==> src/rtl/view_cone_nearest_target_pick_unit_defines.svh <==
// ----------------------------------------------------------------------------
// View cone target pick: assertion macros
// Shared concurrent assertion forms, clocked on clk_i and disabled in reset.
// ----------------------------------------------------------------------------
`ifndef VIEW_CONE_NEAREST_TARGET_PICK_UNIT_DEFINES_SVH
`define VIEW_CONE_NEAREST_TARGET_PICK_UNIT_DEFINES_SVH

// Same-cycle implication.
`define VCNTP_ASSERT_IMPLY(lbl, ante, cons) \
  lbl: assert property (@(posedge clk_i) disable iff (!rst_ni) (ante) |-> (cons)) \
    else $error("view cone pick: assertion failed");

// Next-cycle implication.
`define VCNTP_ASSERT_NEXT(lbl, ante, cons) \
  lbl: assert property (@(posedge clk_i) disable iff (!rst_ni) (ante) |=> (cons)) \
    else $error("view cone pick: assertion failed");

`endif

==> src/rtl/vcntp_pkg.sv <==
// ----------------------------------------------------------------------------
// View cone target pick package
// Widths, constants and shared types of the view cone target pick block.
// ----------------------------------------------------------------------------
package vcntp_pkg;

  localparam int POS_W        = 21;
  localparam int DIR_W        = 16;
  localparam int NUM_W        = 10;
  localparam int CFG_IDX_W    = 3;
  localparam int ENTITY_COUNT = 1024;
  localparam int COUNT_CMP_W  = 13;

  localparam int DELTA_W  = POS_W + 1;
  localparam int SQ_W     = 2 * DELTA_W - 1;
  localparam int DIST_W   = SQ_W + 1;
  localparam int PROD_W   = DELTA_W + DIR_W;
  localparam int FWD_W    = PROD_W + 2;
  localparam int FRAC_W   = 14;
  localparam int FWD4_W   = FWD_W - 2 - FRAC_W;
  localparam int FSQ_W    = 2 * FWD4_W;
  localparam int LAT_W    = DIST_W;
  localparam int LAT100_W = DIST_W + 7;

  localparam int NEAR_LIMIT = 256;

  localparam int QUEUE_DEPTH = 4;
  localparam int QPTR_W      = $clog2(QUEUE_DEPTH);
  localparam int QCNT_W      = $clog2(QUEUE_DEPTH + 1);

  localparam int TDATA_W = 80;

  typedef enum logic [CFG_IDX_W-1:0] {
    CFG_EYE_X = 3'd0,
    CFG_EYE_Y = 3'd1,
    CFG_EYE_Z = 3'd2,
    CFG_DIR_X = 3'd3,
    CFG_DIR_Y = 3'd4,
    CFG_DIR_Z = 3'd5
  } cfg_idx_e;

  typedef struct packed {
    logic [POS_W-1:0] eye_x;
    logic [POS_W-1:0] eye_y;
    logic [POS_W-1:0] eye_z;
    logic [DIR_W-1:0] dir_x;
    logic [DIR_W-1:0] dir_y;
    logic [DIR_W-1:0] dir_z;
  } cfg_t;

  // One judged entity as it travels from the front to the back.
  typedef struct packed {
    logic             last;
    logic             cand;
    logic [LAT_W-1:0] lat;
    logic [NUM_W-1:0] num;
    logic [POS_W-1:0] pos_x;
    logic [POS_W-1:0] pos_y;
    logic [POS_W-1:0] pos_z;
  } judged_t;

  typedef struct packed {
    logic full;
    logic empty;
  } q_status_t;

endpackage

==> src/rtl/vcntp_queue.sv <==
// ----------------------------------------------------------------------------
// View cone target pick: queue
// Small first-in first-out buffer of judged entities between front and back.
// ----------------------------------------------------------------------------
module vcntp_queue (
  input  logic                 clk_i,
  input  logic                 rst_ni,
  input  logic                 push_i,
  input  vcntp_pkg::judged_t   push_data_i,
  input  logic                 pop_i,
  output vcntp_pkg::judged_t   head_o,
  output vcntp_pkg::q_status_t status_o
);

  vcntp_pkg::judged_t mem_q [vcntp_pkg::QUEUE_DEPTH];
  logic [vcntp_pkg::QPTR_W-1:0] wr_q, rd_q;
  logic [vcntp_pkg::QCNT_W-1:0] cnt_q;
  logic                         do_pop;

  assign status_o.full  = (cnt_q == vcntp_pkg::QCNT_W'(vcntp_pkg::QUEUE_DEPTH));
  assign status_o.empty = (cnt_q == '0);
  assign head_o         = mem_q[rd_q];
  assign do_pop         = pop_i && !status_o.empty;

  always_ff @(posedge clk_i or negedge rst_ni) begin
    if (!rst_ni) begin
      wr_q  <= '0;
      rd_q  <= '0;
      cnt_q <= '0;
    end else begin
      if (push_i) begin
        wr_q <= (wr_q == vcntp_pkg::QPTR_W'(vcntp_pkg::QUEUE_DEPTH - 1)) ? '0 : wr_q + 1'b1;
      end
      if (do_pop) begin
        rd_q <= (rd_q == vcntp_pkg::QPTR_W'(vcntp_pkg::QUEUE_DEPTH - 1)) ? '0 : rd_q + 1'b1;
      end
      if (push_i && !do_pop) begin
        cnt_q <= cnt_q + 1'b1;
      end else if (do_pop && !push_i) begin
        cnt_q <= cnt_q - 1'b1;
      end
    end
  end

  always_ff @(posedge clk_i) begin
    if (push_i) begin
      mem_q[wr_q] <= push_data_i;
    end
  end

endmodule

==> config.mk <==
export PLATFORM = sky130hd
export DESIGN_NAME = vcntp_queue
export DESIGN_NICKNAME = d
export VERILOG_FILES = /design/src/rtl/view_cone_nearest_target_pick_unit_defines.svh /design/src/rtl/vcntp_pkg.sv /design/src/rtl/vcntp_queue.sv
export SDC_FILE = /design/constraint.sdc
export NUM_CORES = 1
export LEC_CHECK = 0
export ABC_AREA = 1
export BUFFER_PORTS_ARGS = -buffer_cell sky130_fd_sc_hd__buf_2
export CAP_MARGIN = 30
export CORE_ASPECT_RATIO = 0.75
export CORE_MARGIN = 4
export CORE_UTILIZATION = 40
export DETAILED_ROUTE_END_ITERATION = 8
export HOLD_SLACK_MARGIN = 0.12
export PLACE_DENSITY = 0.65
export SETUP_SLACK_MARGIN = 0.3
export SLEW_MARGIN = 20
export SYNTH_ARGS = -nofsm -noshare
export SYNTH_HDL_FRONTEND = slang
export SYNTH_SLANG_ARGS = --single-unit
==> constraint.sdc <==
create_clock -name clk_i -period 3.4 [get_ports clk_i]
set_input_delay 0.68 -clock clk_i [delete_from_list [all_inputs] [get_ports clk_i]]
set_output_delay 0.68 -clock clk_i [all_outputs]
set_load 0.02 [all_outputs]
# Word level (Yosys, flattened, before mapping)
# Memory sizes are Yosys's and may differ from the RTL's.
# Cells that the tools add are included.
# Widths: inputs -> output; s select.
# totals
ff_bits	7
ram_bits	476
out_inout_bits	121
mem_count	1
# mem_list
memory	words	word_bits	read_ports	rd_ports_with_merged_regs	write_ports	line	text
mem_q	4	119	1	0	1	vcntp_queue.sv:15	vcntp_pkg::judged_t mem_q [vcntp_pkg::QUEUE_DEPTH];
# classes
add_sub_neg	4
n_eq_ne	3
n_mux	6
reduce_logical	8
# op_table
operator	count
$mux 3	2
$add 2x1->2 const B	2
$eq 2x2->1 const B	2
$mux 2	2
$add 3x1->3 const B	1
$eq 3x3->1 const B	1
$logic_and 1x1->1	3
$logic_not 1->1	3
$logic_not 3->1	1
$sub 3x1->3 const B	1
$mux 1	2
$reduce_bool 2->1	1

# Longest topological paths before layout
# depth
ltp_word	6
depth_mapped	11
mapped_depth_nobuf	11

# Least setup slack after synthesis
# OpenSTA, ideal clock, no wires.
# synth_timing
path_kind	input to register
startpoint	input push_i
endpoint	memory mem_q[3][0] in the netlist's numbering, enable pin
t_arrival_ps	3018
required_ps	2928
slack_ps	-90
stages	2
cell_sequence	nand2_1 > inv_1
# synth_via
elab_chain_cells	2
# synth_lines
element	line	text
start, declared	vcntp_queue.sv:8	input logic push_i,
$mux 1	vcntp_queue.sv:46	if (push_i) begin
$mux 1 (implied by the code)	vcntp_queue.sv:47	mem_q[wr_q] <= push_data_i;
end, declared	vcntp_queue.sv:15	
# Every way passes these cells.

==> impl_metrics.tcl <==
set metrics [dict create \
    status "completed" \
    clk_path_buf_depth 3 \
    fp.dieH_um 201 \
    drv_cap 0 \
    ys_warn_count 0 \
    async_flop_share_pct 1.45 \
    critPathMaxFanout 44 \
    dieWidth_um 266 \
    path_clk_slew_ps 60 \
    die_area_mm2 0.0535 \
    rsz0062_at_grt "no" \
    synthFlopType "edfxtp_1" \
    cts_tree "done" \
    power_density_mw_per_mm2 881 \
    gp_congestion 0.755 \
    maxSlewHeadroom_pct 54.6 \
    synth_area_mm2 0.0199 \
    final_nets 1822 \
    finalSetupTns_ps 0 \
    path_delay_family "buffers and inverters" \
    synth_area_leaders "edfxtp_1 72%, nand2_1 7.1%, o211ai_2 6.3%" \
    power_frac_clock_pct 24.6 \
    antenna_found_initial 10 \
    portBuffers 243 \
    yosysTopAreaCell "edfxtp_1" \
    synthCells 1444 \
    grt_max_degree 122 \
    synth_top_area_share_pct 71.7 \
    crit_buf_inv 3 \
    cts_resized 0 \
    grt_pass1_vias 11300 \
    holdWs_ps 320 \
    routed_wl_um 40300 \
    finalCritPeriodShare_pct 86.3 \
    firstDrtPassIters 5 \
    fin_skew_ps 13.1 \
    setup_viol 0 \
    end_kind "output pin" \
    grt_pass1_wl_um 63000 \
    drive_gt1_share_pct 25.8 \
    tightest_slew_ps 681 \
    hold_path.class "input pin to register" \
    period_needed_ps 2930 \
    dp_hpwl_um 23500 \
    root_buffer "clkbuf_16" \
    slew_viol_final 0 \
    postRouteAntennaNets 0 \
    clk_latency_ps 570 \
    synth_edf_count 476 \
    ys_seq_area_share_pct 72.6 \
    start_kind "register" \
    viasPerCell 4.75 \
    syn2layout_area_growth_pct 16.9 \
    clock.fmax_mhz 341 \
    crit_type "register to output pin" \
    critPathMaxStageDelay_ps 510 \
    pin_count 244 \
    power.leakage_nw 9.24 \
    p_switching_w 0.00759 \
    initial_core_util_pct 40.7 \
    synth_commonest_cells "476 x edfxtp_1, 376 x nand2_1, 249 x inv_1" \
    rows 70 \
    first_iter_violations 656 \
    cp_cell_sequence "inv_6, buf_12, o211ai_2, nand2_1, buf_2" \
    p_sw_share_pct 37.0 \
    peakVddDrop_v 0.000542 \
    internal_power_w 0.0129 \
    yosysUniqueCellTypes 19 \
    ys_ff_latch 483 \
    syn_nets 1574 \
    overflow 0 \
    arrival_ps 2250 \
    seqPwrFrac_pct 38.6 \
    numCtsBuffers 49 \
    fillers 4274 \
    fp.coreArea_mm2 0.0490 \
    routed-via-count 11300 \
    crit_required_ps 2720 \
    comb_power_share_pct 36.8 \
    clock_sinks 483 \
    cp_slowest_cell "dfrtp_4" \
    cts_max_level 2 \
    synth.most_common_cell "edfxtp_1" \
    routedWlPerCell_um 17.0 \
    avgSynthCellArea_um2 13.8 \
    grt_usage_pct 14.8 \
    drc 0 \
    hold_violations 0 \
]
[path summary, 6_finish.rpt]
path	cells past startpoint	slack, ps	startpoint	endpoint
setup reg to reg	4	1470	wr_q[0]	mem_q[3][40]
max in group asynchronous	2	2710	rst_ni	rd_q[0]
min in group asynchronous	2	500	rst_ni	cnt_q[0]
hold / removal	1	320	push_data_i[116]	mem_q[2][116]
hold reg to reg	2	480	cnt_q[2]	cnt_q[2]
setup / recovery	5	470	rd_q[1]	head_o[15]
[timing repair]
action                                  in CTS  in global routing
hold buffers                                 1                  0
buffers inserted                             0                  1
hold endpoints to repair                     7                  0
endpoints found under the setup margin       0                 15
[layer usage]
metal / vias up / global-route usage, % / share of wire [%]
met5: - / 0 / 0.24
met4: 16 / 3.53 / 1.7
met3: 66 / 4.84 / 7.7
met2: 250 / 23.7 / 47
met1: 5428 / 19.9 / 44
li1: 5533 / - / -
[cell families after synthesis]
group / Yosys count / share of synthesized area, %
buf+inv: 329 / 8.06
simple gates: 384 / 7.27
fa+ha+maj: 7 / 0.477
xor+xnor: 1 / 0.0440
flops: 483 / 72.6
compound gates: 240 / 11.5
[sequential cells by signal, indices dropped and copies added, names as in the netlist]
signal and count:
rd_q 2, cnt_q 3, mem_q 476, wr_q 2
[placed cells by master (no fill, tap or decap), types with 4 or more instances in the layout]
cell	instances
edfxtp_1	476
nand2_1	376
inv_1	245
buf_2	243
o211ai_1	138
o211ai_2	100
clkbuf_16	49
buf_12	19
clkbuf_1	14
buf_4	12
clkinv_1	10
clkinvlp_4	6
ha_1	6
clkinv_2	6
dfrtp_1	5
inv_6	4
[cell type report]
class	count	area, um^2	area share [%]
clock inverters	25	208	0.892
diodes	1	2.50	0.0107
flip-flops and latches	483	14500	62.1
well taps	648	811	3.48
inverters	250	958	4.11
clock buffers	63	1280	5.49
repair buffers	276	1710	7.35
multi-input cells	632	3850	16.5
[power by group through the flow]
stage               clock network [W]  registers (W)  logic (W)
finish                        0.00505        0.00793    0.00756
global route                  0.00548        0.00801    0.00832
CTS                           0.00521        0.00796    0.00767
detailed placement                  0        0.00809    0.00765
global placement                    0        0.00805    0.00756
floorplan                           0        0.00802    0.00553
[per-stage QoR]
| stage | power, W | setup slack, ps | util, % | std cells | instance area, um^2 |
|---|---|---|---|---|---|
| final | 0.0205 | 466 | 47.6 | 2378 | 23300 |
| after floorplan | 0.0135 | 488 | - | 1444 | 19900 |
| after global placement | 0.0156 | 1010 | 44.5 | 2287 | 21800 |
| after detailed placement | 0.0157 | 1000 | 44.5 | 2287 | 21800 |
| after CTS | 0.0208 | 362 | 47.5 | 2376 | 23300 |
| after global routing | 0.0218 | 340 | 47.6 | 2378 | 23300 |
(Power assumes the default switching activity.)
