`config.mk`:
```
export PLATFORM = sky130hd
export DESIGN_NAME = vcntp_back
export DESIGN_NICKNAME = d
export VERILOG_FILES = /design/src/rtl/view_cone_nearest_target_pick_unit_defines.svh /design/src/rtl/vcntp_pkg.sv /design/src/rtl/vcntp_back.sv
export SDC_FILE = /design/constraint.sdc
export NUM_CORES = 1
export LEC_CHECK = 0
export ABC_AREA = 0
export BUFFER_PORTS_ARGS = -buffer_cell sky130_fd_sc_hd__buf_4
export CAP_MARGIN = 10
export CORE_ASPECT_RATIO = 0.9
export CORE_MARGIN = 2
export CORE_UTILIZATION = 55
export CTS_BUF_LIST = sky130_fd_sc_hd__clkbuf_4 sky130_fd_sc_hd__clkbuf_8
export CTS_CLUSTER_DIAMETER = 40
export DETAILED_ROUTE_END_ITERATION = 8
export PLACE_DENSITY = 0.8
export SYNTH_ARGS = -nofsm -noshare
export SYNTH_HDL_FRONTEND = slang
export SYNTH_SLANG_ARGS = --single-unit
```
`constraint.sdc`:
```
create_clock -name clk_i -period 17.2 [get_ports clk_i]
set_input_delay 5.16 -clock clk_i [delete_from_list [all_inputs] [get_ports clk_i]]
set_output_delay 5.16 -clock clk_i [all_outputs]
set_load 0.01 [all_outputs]
```
`src/rtl/view_cone_nearest_target_pick_unit_defines.svh`:
```
// ----------------------------------------------------------------------------
// View cone target pick: assertion macros
// Shared concurrent assertion forms, clocked on clk_i and disabled in reset.
// ----------------------------------------------------------------------------
`ifndef VIEW_CONE_NEAREST_TARGET_PICK_UNIT_DEFINES_SVH
`define VIEW_CONE_NEAREST_TARGET_PICK_UNIT_DEFINES_SVH

// Same-cycle implication.
`define VCNTP_ASSERT_IMPLY(lbl, ante, cons) \
  lbl: assert property (@(posedge clk_i) disable iff (!rst_ni) (ante) |-> (cons)) \
    else $error("view cone pick: assertion failed");

// Next-cycle implication.
`define VCNTP_ASSERT_NEXT(lbl, ante, cons) \
  lbl: assert property (@(posedge clk_i) disable iff (!rst_ni) (ante) |=> (cons)) \
    else $error("view cone pick: assertion failed");

`endif

```
`src/rtl/vcntp_pkg.sv`:
```
// ----------------------------------------------------------------------------
// View cone target pick package
// Widths, constants and shared types of the view cone target pick block.
// ----------------------------------------------------------------------------
package vcntp_pkg;

  localparam int POS_W        = 21;
  localparam int DIR_W        = 16;
  localparam int NUM_W        = 10;
  localparam int CFG_IDX_W    = 3;
  localparam int ENTITY_COUNT = 1024;
  localparam int COUNT_CMP_W  = 13;

  localparam int DELTA_W  = POS_W + 1;
  localparam int SQ_W     = 2 * DELTA_W - 1;
  localparam int DIST_W   = SQ_W + 1;
  localparam int PROD_W   = DELTA_W + DIR_W;
  localparam int FWD_W    = PROD_W + 2;
  localparam int FRAC_W   = 14;
  localparam int FWD4_W   = FWD_W - 2 - FRAC_W;
  localparam int FSQ_W    = 2 * FWD4_W;
  localparam int LAT_W    = DIST_W;
  localparam int LAT100_W = DIST_W + 7;

  localparam int NEAR_LIMIT = 256;

  localparam int QUEUE_DEPTH = 4;
  localparam int QPTR_W      = $clog2(QUEUE_DEPTH);
  localparam int QCNT_W      = $clog2(QUEUE_DEPTH + 1);

  localparam int TDATA_W = 80;

  typedef enum logic [CFG_IDX_W-1:0] {
    CFG_EYE_X = 3'd0,
    CFG_EYE_Y = 3'd1,
    CFG_EYE_Z = 3'd2,
    CFG_DIR_X = 3'd3,
    CFG_DIR_Y = 3'd4,
    CFG_DIR_Z = 3'd5
  } cfg_idx_e;

  typedef struct packed {
    logic [POS_W-1:0] eye_x;
    logic [POS_W-1:0] eye_y;
    logic [POS_W-1:0] eye_z;
    logic [DIR_W-1:0] dir_x;
    logic [DIR_W-1:0] dir_y;
    logic [DIR_W-1:0] dir_z;
  } cfg_t;

  // One judged entity as it travels from the front to the back.
  typedef struct packed {
    logic             last;
    logic             cand;
    logic [LAT_W-1:0] lat;
    logic [NUM_W-1:0] num;
    logic [POS_W-1:0] pos_x;
    logic [POS_W-1:0] pos_y;
    logic [POS_W-1:0] pos_z;
  } judged_t;

  typedef struct packed {
    logic full;
    logic empty;
  } q_status_t;

endpackage

```
`src/rtl/vcntp_back.sv`:
```
// ----------------------------------------------------------------------------
// View cone target pick: back
// Keeps the candidate nearest to the view ray and emits the frame result.
// ----------------------------------------------------------------------------
module vcntp_back (
  input  logic                        clk_i,
  input  logic                        rst_ni,
  input  vcntp_pkg::judged_t          head_i,
  input  vcntp_pkg::q_status_t        q_status_i,
  output logic                        pop_o,
  output logic                        out_valid_o,
  input  logic                        out_ready_i,
  output logic                        found_o,
  output logic [vcntp_pkg::NUM_W-1:0] focus_entity_o,
  output logic [vcntp_pkg::POS_W-1:0] focus_x_o,
  output logic [vcntp_pkg::POS_W-1:0] focus_y_o,
  output logic [vcntp_pkg::POS_W-1:0] focus_z_o
);

  logic                        have_q;
  logic [vcntp_pkg::LAT_W-1:0] best_lat_q;
  logic [vcntp_pkg::NUM_W-1:0] best_num_q;
  logic [vcntp_pkg::POS_W-1:0] best_x_q, best_y_q, best_z_q;
  logic                        out_valid_q;
  logic                        out_free;
  logic                        win;

  assign out_free    = !out_valid_q || out_ready_i;
  assign pop_o       = !q_status_i.empty && (!head_i.last || out_free);
  // The first candidate always wins; later ones only when strictly nearer.
  assign win         = head_i.cand && (!have_q || (head_i.lat < best_lat_q));
  assign out_valid_o = out_valid_q;

  always_ff @(posedge clk_i or negedge rst_ni) begin
    if (!rst_ni) begin
      have_q      <= 1'b0;
      out_valid_q <= 1'b0;
    end else begin
      // A frame end is only drained once the output register is free.
      if (pop_o && head_i.last) begin
        out_valid_q <= 1'b1;
      end else if (out_ready_i) begin
        out_valid_q <= 1'b0;
      end
      if (pop_o) begin
        if (head_i.last) begin
          have_q <= 1'b0;
        end else if (win) begin
          have_q <= 1'b1;
        end
      end
    end
  end

  always_ff @(posedge clk_i) begin
    if (pop_o && win && !head_i.last) begin
      best_lat_q <= head_i.lat;
      best_num_q <= head_i.num;
      best_x_q   <= head_i.pos_x;
      best_y_q   <= head_i.pos_y;
      best_z_q   <= head_i.pos_z;
    end
    if (pop_o && head_i.last) begin
      priority if (win) begin
        found_o        <= 1'b1;
        focus_entity_o <= head_i.num;
        focus_x_o      <= head_i.pos_x;
        focus_y_o      <= head_i.pos_y;
        focus_z_o      <= head_i.pos_z;
      end else if (have_q) begin
        found_o        <= 1'b1;
        focus_entity_o <= best_num_q;
        focus_x_o      <= best_x_q;
        focus_y_o      <= best_y_q;
        focus_z_o      <= best_z_q;
      end else begin
        found_o        <= 1'b0;
        focus_entity_o <= '0;
        focus_x_o      <= '0;
        focus_y_o      <= '0;
        focus_z_o      <= '0;
      end
    end
  end

endmodule
```
# After elaboration in Yosys (flattened, before gate mapping)
# Index checks and enable logic that the tools add are counted.
# totals
reg_bits,193
latchBits,0
mem_bits_rw,0
rom_bits,0
out_inout_bits,76
memories,0
# op_classes
n_addsub,0
n_mul,0
div_mod_pow,0
n_lt_le_gt_ge,1
n_eq_ne,0
shift,0
mux,13
bitwise,0
n_reduce_logical,15
# ops
operator,count
2-to-1 mux 21 bit,6
< comparator 44 bit,1
2-to-1 mux 10 bit,2
logical AND 1 bit,5
2-to-1 mux 1 bit,5
logical NOT 1 bit,4
nonzero test 2 bit,2
logical OR 1 bit,3
AND reduction 2 bit,1

# Logic depth before layout (Yosys ltp)
# logic_depth
word_depth,6
ltp_mapped,10
mapped_depth_nobuf,8

# Worst setup path after synthesis
# OpenSTA, ideal clock, no wires.
# synth_path
kind,input-to-reg
startpoint,in head_i[112] (netlist bit)
endpoint,"reg best_lat_q[0] (netlist bit), enable pin"
setup_ns,0.922
t_arrival_ns,18.595
t_required_ns,16.278
setup_slack_ns,-2.317
path_stages,8
cell_sequence,ha_1 -> a21oi_1 -> o21ai_0 -> a211oi_1 -> o31ai_1 -> o41a_2 -> buf_4 -> nor4b_1
# synth_via
elab_chain_cells,5
# synth_lines
item,line_no,source
from (decl),vcntp_back.sv:8,"input vcntp_pkg::judged_t head_i,"
< comparator 44 bit,vcntp_back.sv:31,assign win = head_i.cand && (!have_q || (head_i.lat < best_lat_q));
logical OR 1 bit,vcntp_back.sv:31,
logical AND 1 bit,vcntp_back.sv:31,
logical AND 1 bit (2 in series),vcntp_back.sv:56,if (pop_o && win && !head_i.last) begin
to (signal assigned),vcntp_back.sv:57,best_lat_q <= head_i.lat;
to (decl),vcntp_back.sv:21,logic [vcntp_pkg::LAT_W-1:0] best_lat_q;
# No other way between the ends.
# A chain may end at the register's enable or synchronous reset.

# Worst setup path in the final report
# layout_path
startpoint,in out_ready_i
endpoint,out pop_o
# layout_via
elab_chain_cells,3
# layout_lines
item,line_no,source
from (decl),vcntp_back.sv:12,"input logic out_ready_i,"
logical OR 1 bit,vcntp_back.sv:28,assign out_free = !out_valid_q || out_ready_i;
logical OR 1 bit,vcntp_back.sv:29,assign pop_o = !q_status_i.empty && (!head_i.last || out_free);
logical AND 1 bit,vcntp_back.sv:29,
to (decl),vcntp_back.sv:10,"output logic pop_o,"
# No other way between the ends.

==> summary.md <==
| Metric | Value |
|---|---|
| Status | complete, no violations |
| Crit path time final | 10.90 ns |
| Global-route wire length before repair | 27.5 mm |
| CTS resizes | 0 |
| Clk buf depth | 2 |
| Die area | roughly 16,000 µm² |
| Fraction of layout cells with a size suffix above 1 | 29.6% |
| Register bit total from synthesis | 193 |
| Routed Antenna Nets | 0 |
| CTS Sinks | 193 |
| Total Routed Length | ~17 mm |
| Avg Inst Size Synth | 13.5 µm² |
| 1st-iter DRT viols | around 460 |
| GPL Wtd Cong | 0.756 |
| CTS root buf | clkbuf_8 |
| Rel. slew slack | about 28% |
| Min-Delay Startpoint | out_valid_o$_DFFE_PN0P_ |
| Post-synth EDFFs | 191 |
| Core area | ~15,000 µm² |
| Area Overhead vs Synth | 25.3% |
| Worst-Skew Late Latency | 0.47 ns |
| Post-Syn Area | 8120 µm² |
| Syn Nets | 768 |
| Largest net degree at the start of global routing | 78 |
| Number of port buffers | 198 |
| CP endpoint kind | primary output |
| RR Endpoint | best_z_q[0]$_DFFE_PP_ |
| Area leader, netlist | edfxtp_1 |
| Post-layout util | 69.8% |
| Hold EP | out_valid_o$_DFFE_PN0P_ |
| Reg2Reg Depth | 10 |
| Total negative slack | 0 ns |
| Vias in the first global route | approximately 5,400 |
| Final period utilization | 63.4% |
| Top post-synthesis cells by area | edfxtp_1, ha_1, inv_1, o22ai_1, nand2_1 |
| Maximum vdd drop | 0.0731 mV |
| DR vias | 5,337 |
| Slew Viols, Final | 0 |
| DIE HEIGHT | 119 µm |
| Final HPWL DP | around 11 mm |
| Post-CTS Setup Inserts | 0 |
| Register area share after synthesis | 71.3% |
| Vias per cell | around 5.3 |
| Reg clk slew, reported paths | 0.09 ns |
| DR pass1 iterations | 5 |
| Routed len/inst | 17.0 µm |
| Yosys warnings | 0 |
| Nets | 967 |
| Overall power | ~1 mW |
| WP data arrival | 5.74 ns |
| Max Clock Skew | 0.0140 ns |
| FFs w/ async S/R, synth | under 10% |
| H-tree lvl count | 4 |
| Cts bufs inserted | 17 |
| All-Layer GR Usage | 22.6% |
| Syn Inst Count | 601 |
| Final hold violation count | 0 |
| Required @ worst endpoint | roughly 12 ns |
| Total grt overflow | 0 |
| Pleak | between 4 and 5 nW |
| Max-Cap Viols | 0 |
| FMAX | 91.7 MHz |
| Slew @ Worst Pin | 1.08 ns |
| Chip width | ~130 µm |
| Final setup fails | 0 |
| Residual DRC | 0 |
| Starting density of the core | 55.8% |
| Startpoint types | primary input |
| R2r setup slk | 12.55 ns |
| Hold buffers post-CTS | 0 |
| Critical path class | primary input to primary output |
| Power per standard cell area | 95.7 nW/µm² |
| # IOs | 200 |
| CTS tree | built |
| R2r startpoint | best_lat_q[39]$_DFFE_PP_ |
| Number of antenna violations at the first check in global routing | 0 |
| Worst-path fanout max | 3 |
| Rows | 42 |
| Post-synth top area share | 70.7% |
| Yosys cell types | 33 |
| Worst Hold Class | register to register |
| Antenna diodes | 0 |
| RSZ-0062 raised after global routing | no |
| Most used DFF post-synth | edfxtp_1 |
| Fillers | 1,013 |
| WHS Path Cells | 1 |
[cell type report]
type / count / area [µm²] / area share [%]
multi-input combinational: 263 / 1740 / 17.1
clock inverter: 12 / 155 / 1.53
sequential: 193 / 5790 / 56.9
timing repair buffer: 203 / 1520 / 15.0
inverter: 122 / 458 / 4.51
clock buffer: 20 / 256 / 2.52
tap: 198 / 248 / 2.44
[layout by cell type (no fill, tap or decap), types with 8 or more instances in the layout]
master and n:
buf_4 203, o21ai_0 10, edfxtp_1 191, ha_1 43, clkbuf_8 17, a21oi_1 21
nand2_1 84, nand4_1 8, o22ai_1 73, inv_1 122
[report_power, final]
part | switching (mW) | internal (mW)
clock network | 0.161 | 0.149
registers | 0.00613 | 0.543
logic | 0.0618 | 0.0510
total | 0.229 | 0.744
[per-layer routing]
| layer | routed length [µm] | GRT usage [%] |
|---|---|---|
| met5 | 0 | 0 |
| met1 | 6960 | 28.8 |
| met2 | 8620 | 37.2 |
| met3 | 1330 | 6.13 |
| met4 | 320 | 8.70 |
[per-stage QoR]
stage | hold WS, ns | cell area (µm²) | cells | worst slack, ns
final | 0.543 | 10200 | 1011 | 6.30
after global routing | 0.571 | 10200 | 1011 | 6.27
after CTS | 0.541 | 10200 | 1011 | 6.31
after detailed placement | 0.521 | 9750 | 979 | 6.32
after global placement | 0.498 | 9750 | 979 | 6.35
after floorplan | 0.536 | 8120 | 601 | 3.51
[sequential cells by signal (all words and copies together), names as in the netlist]
name,count
focus_entity_o,10
best_y_q,21
found_o,1
focus_y_o,21
out_valid_o,1
best_lat_q,44
best_num_q,10
focus_x_o,21
focus_z_o,21
best_x_q,21
best_z_q,21
have_q,1
[kinds of logic (layout without fill, tap and decap cells)]
logic type                 after synthesis  in the layout  share of synthesized area, %
AOI/OAI and AO/OA                      116            116                          9.11
DFF                                    193            193                          71.3
and+or+nand+nor                        104            104                          5.46
buffers and inverters                  145            357                          7.51
adders and majority gates               43             43                          6.63
[critical path, cell delays in order]
cell	delay [ns]
buf_4	0.07
inv_1	0.04
a31oi_1	0.28
buf_4	0.18
[worst max-delay path by stage]
stage / from / end / slack (ns)
finish: out_ready_i / pop_o / 6.30
CTS: out_ready_i / pop_o / 6.31
global placement: out_ready_i / pop_o / 6.35
global route: out_ready_i / pop_o / 6.27
detailed placement: out_ready_i / pop_o / 6.32
floorplan: head_i[112] / best_lat_q[0]$_DFFE_PP_ / 3.51
[cell usage after synthesis, drive strengths merged (2+ instances only)]
master,n
a2111oi,2
a21o,3
edfxtp,191
a21oi,21
o22ai,73
dfrtp,2
nand4,8
nand2b,2
ha,43
inv,122
clkbuf,8
nor2b,2
o21ai,10
nand2,84
nor2,2
buf,15
Power figures use the tool's default switching activity.
